### config.mk
export PLATFORM = sky130hd
export DESIGN_NAME = bbx_back
export DESIGN_NICKNAME = d
export VERILOG_FILES = /design/src/design/bbx_pkg.sv /design/src/design/bbx_back.sv
export VERILOG_INCLUDE_DIRS = /design/src /design/src/design
export SDC_FILE = /design/constraint.sdc
export NUM_CORES = 2
export LEC_CHECK = 0
export BUFFER_PORTS_ARGS = -buffer_cell sky130_fd_sc_hd__buf_2
export CORE_MARGIN = 3
export CORE_UTILIZATION = 58
export DETAILED_ROUTE_END_ITERATION = 8
export GPL_ROUTABILITY_DRIVEN = 0
export PLACE_DENSITY = 0.86
export SKIP_CTS_REPAIR_TIMING = 1
export SLEW_MARGIN = 20
export SYNTH_ARGS = -nofsm -noshare
export SYNTH_HDL_FRONTEND = slang
export SYNTH_SLANG_ARGS = --single-unit
### constraint.sdc
create_clock -name clk -period 14.2 [get_ports clk]
set_clock_uncertainty 0.1 [all_clocks]
set_input_delay 1.42 -clock clk [delete_from_list [all_inputs] [get_ports clk]]
set_output_delay 1.42 -clock clk [all_outputs]
set_load 0.005 [all_outputs]
### src/design/forward_box_blur_3x3_top_assert.svh
// ----------------------------------------------------------------------------
// Assertion macros for the 3x3 box blur
// Shorthands for concurrent checks clocked on clk with arst_n as disable.
// ----------------------------------------------------------------------------
`ifndef FORWARD_BOX_BLUR_3X3_TOP_ASSERT_SVH
`define FORWARD_BOX_BLUR_3X3_TOP_ASSERT_SVH

// invariant checked on every edge
`define BBX_ASSERT(name, prop, msg) \
	name: assert property (@(posedge clk) disable iff (!arst_n) (prop)) else $error(msg);

// same-cycle implication
`define BBX_ASSERT_NOW(name, ante, cons, msg) \
	name: assert property (@(posedge clk) disable iff (!arst_n) (ante) |-> (cons)) else $error(msg);

// next-cycle implication
`define BBX_ASSERT_NEXT(name, ante, cons, msg) \
	name: assert property (@(posedge clk) disable iff (!arst_n) (ante) |=> (cons)) else $error(msg);

`endif

### src/design/bbx_pkg.sv
// ----------------------------------------------------------------------------
// bbx_pkg
// Shared types, constants and the reciprocal table of the 3x3 box blur.
// ----------------------------------------------------------------------------
package bbx_pkg;

	localparam int MAX_SIZE_DEF   = 1024;
	localparam int FRAME_SIZE_RST = 1024;
	localparam int JOBQ_DEPTH     = 4;
	localparam int OUTQ_DEPTH     = 4;

	// quotient = (sum * recip) >> RECIP_SHIFT, exact for sums below 2**21
	localparam int          RECIP_SHIFT = 24;
	localparam logic [24:0] RECIP_DIV1  = 25'd16777216;
	localparam logic [24:0] RECIP_DIV2  = 25'd8388608;
	localparam logic [24:0] RECIP_DIV3  = 25'd5592406;
	localparam logic [24:0] RECIP_DIV4  = 25'd4194304;
	localparam logic [24:0] RECIP_DIV6  = 25'd2796203;
	localparam logic [24:0] RECIP_DIV9  = 25'd1864136;

	// channel 0 red, 1 green, 2 blue
	typedef logic [2:0][15:0] pix_t;

	// one complete window: grid[row][col]
	typedef struct packed {
		pix_t [2:0][2:0] grid;
		logic [9:0]      base_row;
		logic [9:0]      base_col;
		logic            last_row;
		logic            last_col;
	} job_t;

	typedef struct packed {
		logic [15:0] red;
		logic [15:0] green;
		logic [15:0] blue;
		logic [9:0]  row;
		logic [9:0]  col;
		logic        run_end;
	} res_t;

	// reciprocal for the divisor (3-a)*(3-b)
	function automatic logic [24:0] recip(input logic [1:0] a, input logic [1:0] b);
		logic [3:0] d;
		d = {2'b00, 2'd3 - a} * {2'b00, 2'd3 - b};
		unique case (d)
			4'd9:    recip = RECIP_DIV9;
			4'd6:    recip = RECIP_DIV6;
			4'd4:    recip = RECIP_DIV4;
			4'd3:    recip = RECIP_DIV3;
			4'd2:    recip = RECIP_DIV2;
			default: recip = RECIP_DIV1;
		endcase
	endfunction

endpackage

### src/design/bbx_back.sv
// ----------------------------------------------------------------------------
// bbx_back
// Result sequencer: walks the clipped sub-windows of a job, sums, divides.
// ----------------------------------------------------------------------------
`include "forward_box_blur_3x3_top_assert.svh"

module bbx_back (
	input  logic          clk,
	input  logic          arst_n,
	input  bbx_pkg::job_t job,
	input  logic          job_valid,
	output logic          job_pop,
	output bbx_pkg::res_t res,
	output logic          res_valid,
	input  logic          res_ready
);

	logic [1:0] a_cnt_q, b_cnt_q, a_hi, b_hi;
	logic       en, fire, last;

	logic [2:0][2:0][17:0] rs;
	logic [2:0][2:0][17:0] rs_s1;
	logic [1:0]            a_s1, b_s1;
	logic [9:0]            row_s1, col_s1;
	logic                  end_s1, v_s1;

	logic [2:0][19:0] sum;
	logic [2:0][19:0] sum_s2;
	logic [1:0]       a_s2, b_s2;
	logic [9:0]       row_s2, col_s2;
	logic             end_s2, v_s2;

	logic [24:0]      rcp;
	logic [2:0][44:0] prod;
	logic             v_s3;
	bbx_pkg::res_t    res_s3;

	assign en   = !v_s3 || res_ready;
	assign a_hi = job.last_row ? 2'd2 : 2'd0;
	assign b_hi = job.last_col ? 2'd2 : 2'd0;
	assign fire = job_valid && en;
	assign last = (a_cnt_q == a_hi) && (b_cnt_q == b_hi);
	assign job_pop = fire && last;

	always_ff @(posedge clk or negedge arst_n) begin
		if (!arst_n) begin
			a_cnt_q <= '0;
			b_cnt_q <= '0;
		end else if (fire) begin
			if (last) begin
				a_cnt_q <= '0;
				b_cnt_q <= '0;
			end else if (b_cnt_q == b_hi) begin
				b_cnt_q <= '0;
				a_cnt_q <= a_cnt_q + 2'd1;
			end else begin
				b_cnt_q <= b_cnt_q + 2'd1;
			end
		end
	end

	// row sums over columns b..2
	always_comb begin
		for (int i = 0; i < 3; i++) begin
			for (int k = 0; k < 3; k++) begin
				rs[i][k] = '0;
				for (int j = 0; j < 3; j++) begin
					if (j >= int'(b_cnt_q)) begin
						rs[i][k] = rs[i][k] + 18'(job.grid[i][j][k]);
					end
				end
			end
		end
	end

	// window sums over rows a..2
	always_comb begin
		for (int k = 0; k < 3; k++) begin
			sum[k] = '0;
			for (int i = 0; i < 3; i++) begin
				if (i >= int'(a_s1)) begin
					sum[k] = sum[k] + 20'(rs_s1[i][k]);
				end
			end
		end
	end

	assign rcp = bbx_pkg::recip(a_s2, b_s2);

	always_comb begin
		for (int k = 0; k < 3; k++) begin
			prod[k] = 45'(sum_s2[k]) * 45'(rcp);
		end
	end

	always_ff @(posedge clk or negedge arst_n) begin
		if (!arst_n) begin
			v_s1 <= 1'b0;
			v_s2 <= 1'b0;
			v_s3 <= 1'b0;
		end else if (en) begin
			v_s1 <= fire;
			v_s2 <= v_s1;
			v_s3 <= v_s2;
		end
	end

	always_ff @(posedge clk) begin
		if (en) begin
			rs_s1  <= rs;
			a_s1   <= a_cnt_q;
			b_s1   <= b_cnt_q;
			row_s1 <= job.base_row + {8'b0, a_cnt_q};
			col_s1 <= job.base_col + {8'b0, b_cnt_q};
			end_s1 <= last;

			sum_s2 <= sum;
			a_s2   <= a_s1;
			b_s2   <= b_s1;
			row_s2 <= row_s1;
			col_s2 <= col_s1;
			end_s2 <= end_s1;

			res_s3.red     <= prod[0][bbx_pkg::RECIP_SHIFT +: 16];
			res_s3.green   <= prod[1][bbx_pkg::RECIP_SHIFT +: 16];
			res_s3.blue    <= prod[2][bbx_pkg::RECIP_SHIFT +: 16];
			res_s3.row     <= row_s2;
			res_s3.col     <= col_s2;
			res_s3.run_end <= end_s2;
		end
	end

	assign res       = res_s3;
	assign res_valid = v_s3;

	`BBX_ASSERT_NOW(a_mid_job, (a_cnt_q != 2'd0) || (b_cnt_q != 2'd0), job_valid, "sub-window count without job")
	`BBX_ASSERT_NEXT(a_pop_clear, job_pop, (a_cnt_q == 2'd0) && (b_cnt_q == 2'd0), "sequencer not cleared after job")
	`BBX_ASSERT_NEXT(a_out_hold, v_s3 && !res_ready, v_s3 && $stable(res_s3), "result dropped under stall")

endmodule

==> tab_implementation.tex <==
\begin{tabular}{lr}
\hline
Metric & Value \\
\hline
\multicolumn{2}{l}{\textbf{Run status}} \\
Outcome & completed \\
\multicolumn{2}{l}{\textbf{Synth}} \\
Avg Synthesized Cell Area & around 9.3 um\^{}2 \\
Area of the mapped netlist & 64,400 um\^{}2 \\
Post-synthesis cell count & 6,942 \\
Proportion of register bits with asynchronous set or reset after synthesis & 2.01\% \\
Fraction of synthesized cell area taken by the top area cell type & 28.0\% \\
Post-synth net total & 9,132 \\
Synth Register Bits & 348 \\
Synth area leaders & sky130\_fd\_sc\_hd\_\_fa\_1 28\%, sky130\_fd\_sc\_hd\_\_ha\_1 16\%, sky130\_fd\_sc\_hd\_\_edfxtp\_1 16\% \\
Top FF cell, synth & sky130\_fd\_sc\_hd\_\_edfxtp\_1 \\
EDFF count, synth & 341 \\
Yosys synthesis warning count & 0 \\
Number of distinct library cell variants in the gate-level netlist after synthesis & 84 \\
Yosys top cell by area & sky130\_fd\_sc\_hd\_\_fa\_1 \\
Sequential-to-total area share from yosys stat & 16.2\% \\
\multicolumn{2}{l}{\textbf{Detailed routing}} \\
Number of vias per cell & about 5.8 \\
Initial DRC count & 4,145 \\
Drt pass-1 iters & 8 \\
Overall routed net length & 181,000 um \\
Vias & 51,500 \\
Routed WL per cell & $\sim$20 um \\
Antenna violation net count after detailed routing & 0 \\
Detailed-route DRC error count & 0 \\
\multicolumn{2}{l}{\textbf{Clock network}} \\
CTS Root Buffer Type & sky130\_fd\_sc\_hd\_\_clkbuf\_16 \\
Clock transition at path regs & 0.07 ns \\
Buffer depth of the longest clock path & 3 \\
Sinks on the clock net & 348 \\
\# H-tree levels & 2 \\
Clock tree from TritonCTS & done \\
Clk\_lat worst skew & about 0.6 ns \\
Number of buffers created by CTS & 42 \\
\multicolumn{2}{l}{\textbf{STA}} \\
Worst relative slew slack & 31.0\% \\
Sum of negative setup slack & 0 ns \\
Crit share post-route & 67.2\% \\
Number of pins exceeding their max-slew limit in the final report & 0 \\
Final hold violations & 0 \\
Unrepaired setup endpoints after global routing & false \\
Count of endpoints failing setup in the final report & 0 \\
Fmax & around 100 MHz \\
Post-layout min period & 9.54 ns \\
Tightest Pin Transition & between 1 and 1.5 ns \\
\multicolumn{2}{l}{\textbf{Worst setup path}} \\
Capture point of the worst path & res[36] \\
Endpoint type of the worst setup path & flop \\
Crit-path most repeated cell & sky130\_fd\_sc\_hd\_\_fa\_1 \\
Reg-to-Reg Start & b\_s2[0] \\
CP arrival & 9.77 ns \\
Number of cells on the worst reg-to-reg path & 29 \\
Crit path required time & 14.43 ns \\
Maximum single-stage delay on the critical path & 0.58 ns \\
R2R Path End & res[36] \\
Worst setup path startpoint & b\_s2[0] \\
Critical path peak fanout & 46 \\
Reg-to-reg setup timing slack & about 4.7 ns \\
Kind of start point of the critical path & flop \\
Type of the worst setup path & reg -> reg \\
Master of the slowest instance on the critical path & sky130\_fd\_sc\_hd\_\_buf\_4 \\
\multicolumn{2}{l}{\textbf{Layout}} \\
Final-stage net count & 9,571 \\
Area delta synth->final & 8.76\% \\
Fillers & approximately 8,600 \\
Ratio of cells with drive above 1 in the final layout & a little over a tenth \\
\multicolumn{2}{l}{\textbf{Floorplanning}} \\
Core area & 110,000 um\^{}2 \\
Number of cell rows & 121 \\
Area of the die & between 100,000 and 150,000 um\^{}2 \\
Chip width & $\sim$340 um \\
Number of top-level design ports & 529 \\
Starting density of the core & 58.8\% \\
Vertical die dimension & 339 um \\
\multicolumn{2}{l}{\textbf{Placed design}} \\
IO Port Bufs & 528 \\
DPL Wire Length & $\sim$150,000 um \\
\multicolumn{2}{l}{\textbf{Global routing}} \\
Combined global-route utilization of all metal layers & 31.4\% \\
Wire length of the first global-routing pass & between 200,000 and 300,000 um \\
Overflow after GRT & 0 \\
Via count of the first global-routing pass & 54,300 \\
Antenna violations before repair & 40 \\
Largest net degree at the start of global routing & approximately 130 \\
\multicolumn{2}{l}{\textbf{Hold path}} \\
Worst Hold Depth & 0 \\
Hold crit path type & reg -> reg \\
\multicolumn{2}{l}{\textbf{Flow run}} \\
Number of max-cap violations & 0 \\
\hline
\end{tabular}
[kinds of logic after synthesis]
kind of cell             share of synthesized area (%)
buffers and inverters                             8.83
AND/OR/NAND/NOR                                   12.7
multiplexers                                      1.65
flip-flops                                        16.2
adder cells (fa/ha/maj)                           44.1
XOR/XNOR                                          5.69
AO/OA/AOI/OAI                                     10.8
[metrics by stage]
step                      hold slack (ns)  setup slack, ns  area (um^2)  util [%]  cells
after global placement              0.301             5.06        68600      62.6   8812
after CTS                           0.313             4.77        70000      63.9   8888
final                               0.312             4.66        70100      63.9   8917
after floorplan                     0.300            0.904        64400         -   6942
after detailed placement            0.305             4.81        68600      62.6   8812
after global routing                0.316             4.27        70100      63.9   8908
[worst min-delay path by stage]
stage	startpoint	endpoint	slack, ns
after global placement	col_s2[4]	res[5]	0.30
final	col_s2[2]	res[3]	0.31
after floorplan	b_s1[0]	b_s2[0]	0.30
after CTS	col_s2[1]	res[2]	0.31
after global routing	col_s2[8]	res[9]	0.32
after detailed placement	col_s1[0]	col_s2[0]	0.30
[cell type report]
type / instances / area [um^2] / share of cell area [%]
clock inverters: 32 / 275 / 0.393
repair buffers: 550 / 2850 / 4.07
clock buffers: 44 / 1080 / 1.54
multi-input cells: 5079 / 48400 / 69.1
well taps: 1476 / 1850 / 2.63
flip-flops and latches: 348 / 10400 / 14.9
inverters: 1360 / 5110 / 7.29
diodes: 28 / 70.1 / 0.100
[layout by cell type (no fill, tap or decap), types with 22 or more instances in the layout]
cell,Yosys,routed
sky130_fd_sc_hd__inv_1,1357,1357
sky130_fd_sc_hd__fa_1,903,903
sky130_fd_sc_hd__ha_1,829,827
sky130_fd_sc_hd__nand2_1,617,617
sky130_fd_sc_hd__buf_2,0,528
sky130_fd_sc_hd__nor2_1,370,366
sky130_fd_sc_hd__a21oi_1,355,354
sky130_fd_sc_hd__edfxtp_1,341,341
sky130_fd_sc_hd__and2_1,306,305
sky130_fd_sc_hd__xnor2_1,236,236
sky130_fd_sc_hd__o21ai_0,195,195
sky130_fd_sc_hd__xor2_1,180,180
sky130_fd_sc_hd__a21o_1,127,127
sky130_fd_sc_hd__nor3_1,97,97
sky130_fd_sc_hd__mux2_2,92,92
sky130_fd_sc_hd__nand3_1,89,89
sky130_fd_sc_hd__o21ai_1,67,65
sky130_fd_sc_hd__nand2b_1,58,56
sky130_fd_sc_hd__o21bai_1,54,54
sky130_fd_sc_hd__clkbuf_16,0,43
sky130_fd_sc_hd__o21a_1,40,40
sky130_fd_sc_hd__and3_1,40,39
sky130_fd_sc_hd__o211ai_1,39,39
sky130_fd_sc_hd__a31oi_1,39,39
sky130_fd_sc_hd__or3_1,38,38
sky130_fd_sc_hd__nor2b_1,34,34
sky130_fd_sc_hd__diode_2,0,28
sky130_fd_sc_hd__a211oi_1,24,24
sky130_fd_sc_hd__or2_2,23,23
sky130_fd_sc_hd__o31ai_1,22,22
[cell usage after synthesis, types with 39 or more instances]
cell / instances
sky130_fd_sc_hd__inv_1: 1357
sky130_fd_sc_hd__fa_1: 903
sky130_fd_sc_hd__ha_1: 829
sky130_fd_sc_hd__nand2_1: 617
sky130_fd_sc_hd__nor2_1: 370
sky130_fd_sc_hd__a21oi_1: 355
sky130_fd_sc_hd__edfxtp_1: 341
sky130_fd_sc_hd__and2_1: 306
sky130_fd_sc_hd__xnor2_1: 236
sky130_fd_sc_hd__o21ai_0: 195
sky130_fd_sc_hd__xor2_1: 180
sky130_fd_sc_hd__clkbuf_1: 137
sky130_fd_sc_hd__a21o_1: 127
sky130_fd_sc_hd__nor3_1: 97
sky130_fd_sc_hd__mux2_2: 92
sky130_fd_sc_hd__nand3_1: 89
sky130_fd_sc_hd__o21ai_1: 67
sky130_fd_sc_hd__nand2b_1: 58
sky130_fd_sc_hd__o21bai_1: 54
sky130_fd_sc_hd__and3_1: 40
sky130_fd_sc_hd__o21a_1: 40
sky130_fd_sc_hd__a31oi_1: 39
sky130_fd_sc_hd__o211ai_1: 39
[worst max-delay path, delay by kind of cell (launching register included)]
family | cells | cell delay (ns)
adders and majority gates | 9 | 4.22
DFF | 1 | 0.46
xor gates and xnor gates | 1 | 0.08
AOI/OAI and AO/OA | 8 | 1.82
buffers and inverters | 6 | 1.00
and+or+nand+nor | 5 | 1.54
[per-layer routing]
metal	global-route usage, %	routed length (um)	vias to the layer above	share of wire [%]
met5	0	144	-	0.080
met4	17.2	11800	22	6.5
met3	7.01	17200	614	9.5
met2	51.6	84200	2657	47
met1	38.5	67500	24700	37
li1	-	-	23500	-
[state kept, by name, indices dropped and copies added (netlist names), 2 cells and up]
name	flops
b_s2	2
a_cnt_q	2
row_s2	10
sum_s2	60
row_s1	10
b_s1	2
b_cnt_q	2
col_s1	10
col_s2	10
res	69
a_s1	2
a_s2	2
rs_s1	162
Power is left out: the tool's default activity adds up to more than one toggle a clock period on the data nets, which glitch-free logic cannot reach.
