==> config.mk <==
export PLATFORM = sky130hd
export DESIGN_NAME = bbx_fifo
export DESIGN_NICKNAME = d
export VERILOG_FILES = /design/src/design/forward_box_blur_3x3_top_assert.svh /design/src/design/bbx_fifo.sv
export SDC_FILE = /design/constraint.sdc
export NUM_CORES = 1
export LEC_CHECK = 0
export BUFFER_PORTS_ARGS = -buffer_cell sky130_fd_sc_hd__buf_4
export CORE_UTILIZATION = 55
export DETAILED_ROUTE_END_ITERATION = 16
export MAX_ROUTING_LAYER = met4
export PLACE_DENSITY_LB_ADDON = 0.2
export SYNTH_ARGS = -nofsm -noshare
export SYNTH_HDL_FRONTEND = slang
export SYNTH_SLANG_ARGS = --single-unit
==> constraint.sdc <==
create_clock -name clk -period 5.35 [get_ports clk]
set_input_delay 0.8025 -clock clk [delete_from_list [all_inputs] [get_ports clk]]
set_output_delay 0.8025 -clock clk [all_outputs]
set_load 0.02 [all_outputs]
==> src/design/forward_box_blur_3x3_top_assert.svh <==
// ----------------------------------------------------------------------------
// Assertion macros for the 3x3 box blur
// Shorthands for concurrent checks clocked on clk with arst_n as disable.
// ----------------------------------------------------------------------------
`ifndef FORWARD_BOX_BLUR_3X3_TOP_ASSERT_SVH
`define FORWARD_BOX_BLUR_3X3_TOP_ASSERT_SVH

// invariant checked on every edge
`define BBX_ASSERT(name, prop, msg) \
	name: assert property (@(posedge clk) disable iff (!arst_n) (prop)) else $error(msg);

// same-cycle implication
`define BBX_ASSERT_NOW(name, ante, cons, msg) \
	name: assert property (@(posedge clk) disable iff (!arst_n) (ante) |-> (cons)) else $error(msg);

// next-cycle implication
`define BBX_ASSERT_NEXT(name, ante, cons, msg) \
	name: assert property (@(posedge clk) disable iff (!arst_n) (ante) |=> (cons)) else $error(msg);

`endif

==> src/design/bbx_fifo.sv <==
// ----------------------------------------------------------------------------
// bbx_fifo
// Small flop-based queue, push when not full, pop when not empty.
// ----------------------------------------------------------------------------
module bbx_fifo #(
	parameter int W     = 8,
	parameter int DEPTH = 4
) (
	input  logic         clk,
	input  logic         arst_n,
	input  logic         push,
	input  logic [W-1:0] wdata,
	output logic         full,
	input  logic         pop,
	output logic [W-1:0] rdata,
	output logic         empty
);

	localparam int AW = (DEPTH > 1) ? $clog2(DEPTH) : 1;

	logic [W-1:0] mem_q [DEPTH];
	logic [AW-1:0] wr_ptr_q, rd_ptr_q;
	logic [AW:0]   cnt_q;
	logic          do_push, do_pop;

	assign full    = (cnt_q == (AW+1)'(DEPTH));
	assign empty   = (cnt_q == '0);
	assign do_push = push && !full;
	assign do_pop  = pop && !empty;
	assign rdata   = mem_q[rd_ptr_q];

	always_ff @(posedge clk) begin
		if (do_push) begin
			mem_q[wr_ptr_q] <= wdata;
		end
	end

	always_ff @(posedge clk or negedge arst_n) begin
		if (!arst_n) begin
			wr_ptr_q <= '0;
			rd_ptr_q <= '0;
			cnt_q    <= '0;
		end else begin
			if (do_push) begin
				wr_ptr_q <= (wr_ptr_q == AW'(DEPTH - 1)) ? '0 : wr_ptr_q + AW'(1);
			end
			if (do_pop) begin
				rd_ptr_q <= (rd_ptr_q == AW'(DEPTH - 1)) ? '0 : rd_ptr_q + AW'(1);
			end
			if (do_push && !do_pop) begin
				cnt_q <= cnt_q + (AW+1)'(1);
			end else if (do_pop && !do_push) begin
				cnt_q <= cnt_q - (AW+1)'(1);
			end
		end
	end

endmodule

==> metrics.md, run 1 <==
| Metric | Value |
|---|---|
| DR WL/cell | 17.6 microns |
| Fin. max-slew vios | 0 |
| FMAX | 0.384 GHz |
| Clk slew on worst S/H paths | 0.11 ns |
| Final Non-Filler Cells | 136 |
| Flop-to-flop setup slack | 3.27 ns |
| H-tree levels | 2 |
| Crit-path max FO | 11 |
| Post CTS Setup Buffer Count | 0 |
| GRT Total Usage | 18.6% |
| Hold Path Class | primary input to async pin |
| RSZ-0062 raised after global routing | no |
| Slew HR | 62.4% |
| Count leader, synth | edfxtp_1 |
| Hold_ws | 0.250 ns |
| Final worst clock skew | 0.00693 ns |
| Total die area | 0.00317 sq mm |
| Sink Count | 39 |
| Placed Cells incl. Taps | 128 |
| Antenna viol nets, final | 0 |
| Largest net degree at the start of global routing | 12 |
| Clk Latency, worst-skew pair | 0.34 ns |
| Async S/R FF share, synth | 17.9% |
| Post-route minimum period | 2.61 ns |
| GP Congestion | 0.631 |
| CP Class | flip-flop to output port |
| GRT overflow | 0 |
| Number of global-route vias before repair | 815 |
| Fin Setup TNS | 0 ns |
| Ys Warns | 0 |
| Synthesized area | 0.00162 sq mm |
| Synth top cells by count | edfxtp_1 (32), mux4_2 (8), dfrtp_1 (7), ha_1 (6), and2_2 (4) |
| Core area | 0.00278 sq mm |
| Antenna Cells | 0 |
| CTS Hold Bufs | 0 |
| Worst Tran Pin Value | 0.564 ns |
| Sequential area share after synthesis | 70.1% |
| Max-cap violation count | 0 |
| Cells after Synth | 79 |
| Final routed DRC violation total | 0 |
| CP arrival | 1.80 ns |
| Element type at the critical path end | output port |
| Result of the run | finished clean |
| Dominant cells by area after synthesis | edfxtp_1 (59%), mux4_2 (11%), dfrtp_1 (11%) |
| CTS tree | yes |
| CTS Buffer Depth | 2 |
| Top-Level Pins | 22 |
| Count of final setup violators | 0 |
| Root Buffer | clkbuf_4 |
| Syn nets | 98 |
| Height of the chip | 56.3 microns |
| Number of port buffers | 21 |
| CP Launch Type | flip-flop |
| First-pass GRT wire length | 3970 microns |
| Pwr/cell area | 542 mW/mm^2 |
| Final period util | 48.7% |
| Initial DRC count | 10 |
| Via Count | 757 |
| Final hold violation count | 0 |
| Worst Path Required | 4.55 ns |
| Die W | 56.3 microns |
| Cell taking the most area after synthesis | edfxtp_1 |
| Share of layout cells above drive strength 1 | 44.8% |
| #FFs+latches synth | 39 |
| Static Leakage | 0.000700 uW |
| DRT Wirelength | 2400 microns |
| Initial Util | 58.3% |
| Top cell type's share of synthesized area | 59.3% |
| Nets@finish | 123 |
| Drt pass-1 iters | 4 |
| EDFF count, synth | 32 |
| Top_reg_cell synth | edfxtp_1 |
| Vias per cell | 5.57 |
| Power, Total | 1000 uW |
| Post_cts resized | 0 |
| Initial antenna violation count | 0 |
| Cts bufs inserted | 5 |
| Layout Area Growth over Synthesis | 14.0% |
| Avg Cell Area, Syn | 20.5 sq um |
| VDD IR-drop max | 0.399 mV |
| Rows | 19 |
| Netlist cell types | 19 |
| DPL Wire Length | 1670 microns |
-- worst paths after layout --
path | from | end | depth (start not counted)
worst min register to register | cnt_q[2] | cnt_q[2] | 1
worst min-delay path | arst_n | cnt_q[0] | 1
worst max-delay path | rd_ptr_q[0] | rdata[2] | 2
worst max register to register | cnt_q[0] | cnt_q[2] | 8
min in group clk | cnt_q[2] | cnt_q[2] | 1
max in group asynchronous | arst_n | rd_ptr_q[0] | 1
-- per-layer routing --
| layer | track usage [%] | vias up | share of wire [%] |
|---|---|---|---|
| met3 | 7.14 | 6 | 5.4 |
| met4 | 8.36 | 0 | 2.0 |
| met5 | - | - | 0 |
| li1 | - | 350 | - |
| met1 | 21.5 | 380 | 40 |
| met2 | 29.3 | 21 | 52 |
-- power breakdown --
part / switching, uW / internal, uW / total (uW) / leakage (uW)
clock network: 90.0 / 51.3 / 141 / 0.0000293
registers: 72.4 / 411 / 483 / 0.000375
logic: 171 / 206 / 377 / 0.000295
-- critical path, cell delays in order, from the launching register on --
cell and delay [ns]:
dfrtp_1 0.71, mux4_2 0.58, buf_4 0.17
-- sequential cells by signal (all words and copies together) (netlist names) --
signal	flops
mem_q	32
cnt_q	3
wr_ptr_q	2
rd_ptr_q	2
-- logic make-up (layout without fill, tap and decap cells) --
| kind of cell | after synthesis | after routing | synth area share (%) |
|---|---|---|---|
| DFF | 39 | 39 | 70.1 |
| muxes | 13 | 13 | 15.1 |
| and+or+nand+nor | 11 | 11 | 5.41 |
| adders and majority gates | 7 | 7 | 5.87 |
| buffers and inverters | 6 | 32 | 1.93 |
| xor gates and xnor gates | 3 | 3 | 1.62 |
-- through the flow --
step | util (%) | instance area (sq um) | setup WS [ns]
2_1_floorplan | - | 1620 | 3.04
3_3_place_gp | 64.6 | 1800 | 3.01
3_5_place_dp | 64.6 | 1800 | 2.98
4_1_cts | 66.4 | 1850 | 2.68
5_1_grt | 66.4 | 1850 | 2.58
6_report | 66.4 | 1850 | 2.74
-- cells in the final DEF, fill, tap and decap left out, drive strengths merged --
master   n
ha       6
buf     21
nor3     1
nor2     3
clkinv   1
xor2     2
dfrtp    7
fa       1
edfxtp  32
inv      3
nor3b    1
mux2     5
nand2b   1
xnor2    1
mux4     8
clkbuf   7
nor2b    1
and2     4
-- cell type report --
| class | count | area [sq um] |
|---|---|---|
| inverter | 3 | 11.3 |
| multi-input combinational | 34 | 453 |
| tap | 31 | 38.8 |
| sequential | 39 | 1140 |
| fill | 191 | 935 |
| clock inverter | 1 | 5.00 |
| clock buffer | 7 | 45.0 |
| timing repair buffer | 21 | 158 |
(Power assumes the default switching activity.)
==> inputs of run 2 (changes only) <==
--- a/config.mk
+++ b/config.mk
@@ -5,8 +5,9 @@
 export SDC_FILE = /design/constraint.sdc
 export NUM_CORES = 1
 export LEC_CHECK = 0
+export ABC_AREA = 1
 export BUFFER_PORTS_ARGS = -buffer_cell sky130_fd_sc_hd__buf_4
-export CORE_UTILIZATION = 55
+export CORE_UTILIZATION = 51
 export DETAILED_ROUTE_END_ITERATION = 16
 export MAX_ROUTING_LAYER = met4
 export PLACE_DENSITY_LB_ADDON = 0.2
==> constraint.sdc (replaced) <==
create_clock -name clk -period 2.2 [get_ports clk]
set_input_delay 0.33 -clock clk [delete_from_list [all_inputs] [get_ports clk]]
set_output_delay 0.33 -clock clk [all_outputs]
set_load 0.02 [all_outputs]
==> run 2 against run 1 <==
Effect of this change:
- area after synthesis rose by 8.6%
- clock power rose to 3.3 times the previous value
- global-route usage rose by 1.4 points
- routed wire length rose by 26%
- largest power group is now combinational cells
==> metrics.md, run 2 <==
| Metric | Value |
|---|---|
| Antenna Cells | 0 |
| Sink Count | 39 |
| Worst setup path endpoint | cnt_q[2] |
| Root Buffer | clkbuf_4 |
| Cells after Synth | 154 |
| Largest net degree at the start of global routing | 36 |
| CP arrival | 2.17 ns |
| Max reg flops | 32 |
| Count of final setup violators | 0 |
| Antenna viol nets, final | 0 |
| Async S/R FF share, synth | 17.9% |
| Slew HR | 78.3% |
| Element type at the critical path end | flip-flop |
| Hold Path Class | primary input to flip-flop |
| Most flop-heavy register | mem_q |
| R2R depth | 11 |
| Final worst clock skew | 0.00938 ns |
| Number of port buffers | 21 |
| Clk Latency, worst-skew pair | 0.34 ns |
| Synthesized area | 0.00176 sq mm |
| Top-Level Pins | 22 |
| Drt pass-1 iters | 4 |
| Worst Path Required | 2.45 ns |
| RSZ-0062 raised after global routing | no |
| Post CTS Setup Buffer Count | 0 |
| GRT Total Usage | 20.1% |
| Post_cts resized | 0 |
| Worst setup path start | cnt_q[0] |
| Commonest non-fill, non-tap cell in the layout | nand2_1 |
| Nets@finish | 203 |
| Max-cap violation count | 0 |
| Avg Cell Area, Syn | 11.4 sq um |
| Fin Setup TNS | 0 ns |
| Number of global-route vias before repair | 1,081 |
| Dominant cells by area after synthesis | edfxtp_1 (55%), dfrtp_1 (10%), nand2_1 (8.1%) |
| Syn nets | 173 |
| Fin. max-slew vios | 0 |
| Vias per cell | 4.98 |
| Most frequent cells in the layout | nand2_1 (38), edfxtp_1 (32), inv_1 (31), buf_4 (27), o211ai_1 (15) |
| Initial antenna violation count | 0 |
| Clk slew on worst S/H paths | 0.11 ns |
| Top_reg_cell synth | edfxtp_1 |
| DR WL/cell | 13.2 microns |
| Height of the chip | 60.7 microns |
| VDD IR-drop max | 0.679 mV |
| Placed Cells incl. Taps | 220 |
| Final routed DRC violation total | 0 |
| Netlist cell types | 16 |
| FMAX | 0.520 GHz |
| First-pass GRT wire length | 4780 microns |
| Final period util | 87.4% |
| GRT overflow | 0 |
| GP Congestion | 0.709 |
| Final hold violation count | 0 |
| CTS tree | yes |
| Initial DRC count | 28 |
| CTS Hold Bufs | 1 |
| Initial Util | 55.8% |
| Cts bufs inserted | 5 |
| #FFs+latches synth | 39 |
| R2r endpoint | cnt_q[2] |
| Result of the run | finished clean |
| Top cell type's share of synthesized area | 54.6% |
| Ys Warns | 0 |
| Post-route minimum period | 1.92 ns |
| Sequential area share after synthesis | 64.6% |
| Via Count | 1,141 |
| Static Leakage | 0.000925 uW |
| H-tree levels | 2 |
| Top flop regs | mem_q (32), cnt_q (3) |
| Pwr/cell area | 1340 mW/mm^2 |
| CP Launch Type | flip-flop |
| Cell taking the most area after synthesis | edfxtp_1 |
| CP Class | flip-flop to flip-flop |
| DPL Wire Length | 2090 microns |
| Die W | 60.7 microns |
| Power, Total | 2740 uW |
| Crit-path max FO | 7 |
| Total die area | 0.00369 sq mm |
| Layout Area Growth over Synthesis | 16.4% |
| Synth top cells by count | nand2_1 (38), edfxtp_1 (32), inv_1 (31), o211ai_1 (15) |
| Rows | 20 |
| Flop-to-flop setup slack | 0.28 ns |
| EDFF count, synth | 32 |
| Worst Tran Pin Value | 0.325 ns |
| Core area | 0.00315 sq mm |
| Share of layout cells above drive strength 1 | 20.0% |
| Final Non-Filler Cells | 229 |
| CTS Buffer Depth | 2 |
| Count leader, synth | nand2_1 |
| DRT Wirelength | 3030 microns |
| Reg2Reg Launch Point | cnt_q[0] |
[run 2: cell types whose count changed after synthesis, sizes merged, moves of 2 or more]
cell / delta
o211ai: +16
mux2: -5
nor2: +3
nand3: +7
inv: +29
nand2: +39
buf: +2
mux4: -8
and2: -4
xor2: -2
[run 2: per-layer routing]
metal  vias to the layer above  part of all wire (%)  track usage, %
met1                       525                    42            22.4
met2                        36                    50            32.5
li1                        568                     -               -
met3                        12                   5.5            4.48
met4                         0                   2.6            12.7
met5                         -                     0               -
[run 2: critical path, stage by stage, from the launching register on]
cell     delay [ns]
dfrtp_1        0.44
inv_2          0.05
nand3_1        0.16
nand2_2        0.13
inv_1          0.08
ha_1           0.17
inv_1          0.08
fa_1           0.40
nand2_1        0.12
nand3_1        0.09
nand2_1        0.06
nand2_1        0.04
[run 2: logic make-up (layout without fill, tap and decap cells)]
| logic type | after synthesis | count (layout) | synth area share [%] |
|---|---|---|---|
| buf+inv | 37 | 68 | 10.0 |
| xor+xnor | 1 | 1 | 0.498 |
| simple gates | 53 | 53 | 12.1 |
| fa+ha+maj | 7 | 7 | 5.41 |
| compound gates | 17 | 17 | 7.40 |
| flops | 39 | 39 | 64.6 |
[run 2: worst min path at each step]
stage                     startpoint          end  slack [ns]  depth (start not counted)
final                       wdata[3]  mem_q[3][3]        0.18                          1
after global placement        arst_n  wr_ptr_q[0]        0.15                          1
after CTS                   wdata[0]  mem_q[2][0]        0.16                          1
after detailed placement      arst_n  wr_ptr_q[0]        0.15                          1
after floorplan               arst_n     cnt_q[0]        0.03                          0
after global routing        wdata[3]  mem_q[3][3]        0.15                          1
[run 2: stage by stage]
stage | util [%] | worst slack (ns) | hold slack (ns) | area, sq um
4_1_cts | 64.9 | 0.275 | 0.162 | 2050
3_3_place_gp | 62.2 | 0.445 | 0.146 | 1960
6_report | 64.9 | 0.278 | 0.179 | 2050
2_1_floorplan | - | 0.507 | 0.0344 | 1760
3_5_place_dp | 62.2 | 0.282 | 0.149 | 1960
5_1_grt | 64.9 | 0.125 | 0.155 | 2050
[run 2: cell type report]
type                            count  area (sq um)
Clock buffer                        5          37.5
Inverter                           32           120
Sequential cell                    39          1140
Tap cell                           44          55.1
Clock inverter                      3          38.8
Fill cell                         254          1110
Timing Repair Buffer               28           213
Multi-Input combinational cell     78           447
[run 2: power breakdown]
part	internal, uW	switching, uW	leakage [uW]
Combinational	465	742	0.000504
Sequential	990	80.5	0.000378
Clock	234	225	0.0000426
Total	1690	1050	0.000925
==> inputs of run 3 (changes only) <==
--- a/config.mk
+++ b/config.mk
@@ -7,10 +7,12 @@
 export LEC_CHECK = 0
 export ABC_AREA = 1
 export BUFFER_PORTS_ARGS = -buffer_cell sky130_fd_sc_hd__buf_4
+export CORE_MARGIN = 8
 export CORE_UTILIZATION = 51
 export DETAILED_ROUTE_END_ITERATION = 16
 export MAX_ROUTING_LAYER = met4
 export PLACE_DENSITY_LB_ADDON = 0.2
+export SETUP_SLACK_MARGIN = 0.5
 export SYNTH_ARGS = -nofsm -noshare
 export SYNTH_HDL_FRONTEND = slang
 export SYNTH_SLANG_ARGS = --single-unit
==> run 3 against run 2 <==
Effect of this change:
- setup slack gained 0.21 ns
- via count is 1.5% higher
- routed wire length is 4.9% higher
- design area rose by 4.6%
- total power is 2.9% higher
- sequential cell count stayed put
- non-clock buffer count up 7
- clock power decreased by 23%
- global-route usage down 6.7 points
- combinational power increased by 14%
==> metrics.md, run 3 (synthesis gave the netlist of run 2 again) <==
| Metric | Value |
|---|---|
| Static Leakage | 0.000948 uW |
| Reg2Reg Launch Point | cnt_q[2] |
| Fill cell count | 276 |
| Final routed DRC violation total | 0 |
| GRT overflow | 0 |
| Root Buffer | clkbuf_4 |
| Sink Count | 39 |
| CP Launch Type | flip-flop |
| Layout Area Growth over Synthesis | 21.7% |
| Share of layout cells above drive strength 1 | 28.6% |
| Sw Ratio | 39.8% |
| Clk Latency, worst-skew pair | 0.34 ns |
| Antenna Cells | 0 |
| Min-delay src | wdata[2] |
| Fin Setup TNS | 0 ns |
| CP arrival | 1.38 ns |
| CTS tree | yes |
| DP Area | 0.00196 sq mm |
| Initial antenna violation count | 0 |
| Clk slew on worst S/H paths | 0.11 ns |
| Result of the run | finished clean |
| Drt pass-1 iters | 4 |
| RSZ-0062 raised after global routing | yes |
| Slew HR | 78.5% |
| DR WL/cell | 13.4 microns |
| Cell Chain, Critical Path | buf_12, o211ai_1, nand2_1, buf_4 |
| Number of port buffers | 21 |
| Final period util | 77.7% |
| FMAX | 0.585 GHz |
| Commonest non-fill, non-tap cell in the layout | nand2_1 |
| Element type at the critical path end | output port |
| Antenna viol nets, final | 0 |
| Pwr/cell area | 1310 mW/mm^2 |
| Via Count | 1,158 |
| Combinational share of power | 49.0% |
| GP Congestion | 0.748 |
| Largest net degree at the start of global routing | 36 |
| Max reg flops | 32 |
| Power Internal | 1690 uW |
| Crit-path max FO | 35 |
| Max-cap violation count | 0 |
| Worst setup path start | rd_ptr_q[0] |
| Top flop regs | mem_q (32), cnt_q (3) |
| Most frequent cells in the layout | nand2_1 (37), buf_4 (33), edfxtp_1 (32), inv_1 (26), o211ai_1 (15) |
| Fin. max-slew vios | 0 |
| Initial DRC count | 43 |
| First-pass GRT wire length | 5310 microns |
| Top-Level Pins | 22 |
| Total die area | 0.00558 sq mm |
| Cts bufs inserted | 5 |
| Worst Tran Pin Value | 0.322 ns |
| Rows | 21 |
| Switching pwr | 1120 uW |
| Height of the chip | 74.7 microns |
| DPL Wire Length | 2240 microns |
| Vias per cell | 4.87 |
| Worst path top cell family by delay | flip-flops |
| Number of global-route vias before repair | 1,198 |
| Count of final setup violators | 0 |
| Clock Power Share | 12.6% |
| Worst Path Required | 1.87 ns |
| GRT Total Usage | 13.4% |
| Core area | 0.00334 sq mm |
| Final instance area | 0.00214 sq mm |
| Initial Util | 52.7% |
| Most flop-heavy register | mem_q |
| Sequential share of power | 38.4% |
| Final hold violation count | 0 |
| Worst path slowest cell | dfrtp_1 |
| Final worst clock skew | 0.00605 ns |
| H-tree levels | 2 |
| Hold Path Class | primary input to flip-flop |
| Nets@finish | 210 |
| Die W | 74.7 microns |
| CP max stage delay | 0.41 ns |
| WP buf/inv | 2 |
| CTS Buffer Depth | 2 |
| VDD IR-drop max | 0.690 mV |
| Post-route minimum period | 1.71 ns |
| DRT Wirelength | 3180 microns |
| CP Class | flip-flop to output port |
==> run 3: changes by cell type in the layout (fill, tap and decap cells not counted), moves of 2 or more <==
cell	before	now
nand3_4	0	2
nand3_1	7	5
buf_4	27	33
inv_2	1	6
inv_1	31	26
==> run 3: power by group through the flow <==
stage               Combinational [uW]  Clock [uW]  Sequential, uW
global placement                  1170           0            1080
detailed placement                1220           0            1090
global route                      1530         393            1100
finish                            1380         355            1080
floorplan                          856           0            1080
CTS                               1330         363            1080
==> run 3: path summary, 6_finish.rpt <==
path                            slack, ns  cells past startpoint          end
worst max-delay path                 0.49                      4     rdata[0]
worst min-delay path                 0.18                      1  mem_q[2][2]
worst max register to register       0.55                     10     cnt_q[2]
worst min register to register       0.57                      2  wr_ptr_q[1]
max in group asynchronous            1.74                      2     cnt_q[2]
min in group asynchronous            0.32                      2     cnt_q[0]
==> run 3: what timing repair did <==
item,CTS,global route
pin swaps,6,5
hold buffers,1,0
resized for setup,11,8
cloned,0,0
endpoints found under the hold margin,7,0
endpoints found under the setup margin,10,10
buffers inserted,4,3
==> run 3: layout make-up <==
type | instances | area [sq um] | area share, %
Sequential cell | 39 | 1140 | 53.1
Multi-Input combinational cell | 78 | 494 | 23.1
Timing Repair Buffer | 35 | 278 | 13.0
Inverter | 32 | 120 | 5.61
Tap cell | 46 | 57.6 | 2.69
Clock buffer | 6 | 41.3 | 1.93
Clock inverter | 2 | 12.5 | 0.584
==> run 3: metal layers <==
metal	routed length (microns)	track usage, %	up-vias
met2	1690	23.8	20
met3	135	4.66	8
met4	60	5.65	0
met5	0	-	-
li1	-	-	582
met1	1290	12.8	548
==> run 3: per-stage QoR <==
step	hold WS, ns	util [%]	total power (uW)	worst slack, ns	instances
floorplan	0.0344	-	1930	0.507	154
global placement	0.147	58.8	2250	0.435	222
detailed placement	0.151	58.8	2310	0.300	222
CTS	0.168	62.7	2770	0.459	235
global route	0.150	64.2	3020	0.382	238
finish	0.179	64.2	2810	0.490	238
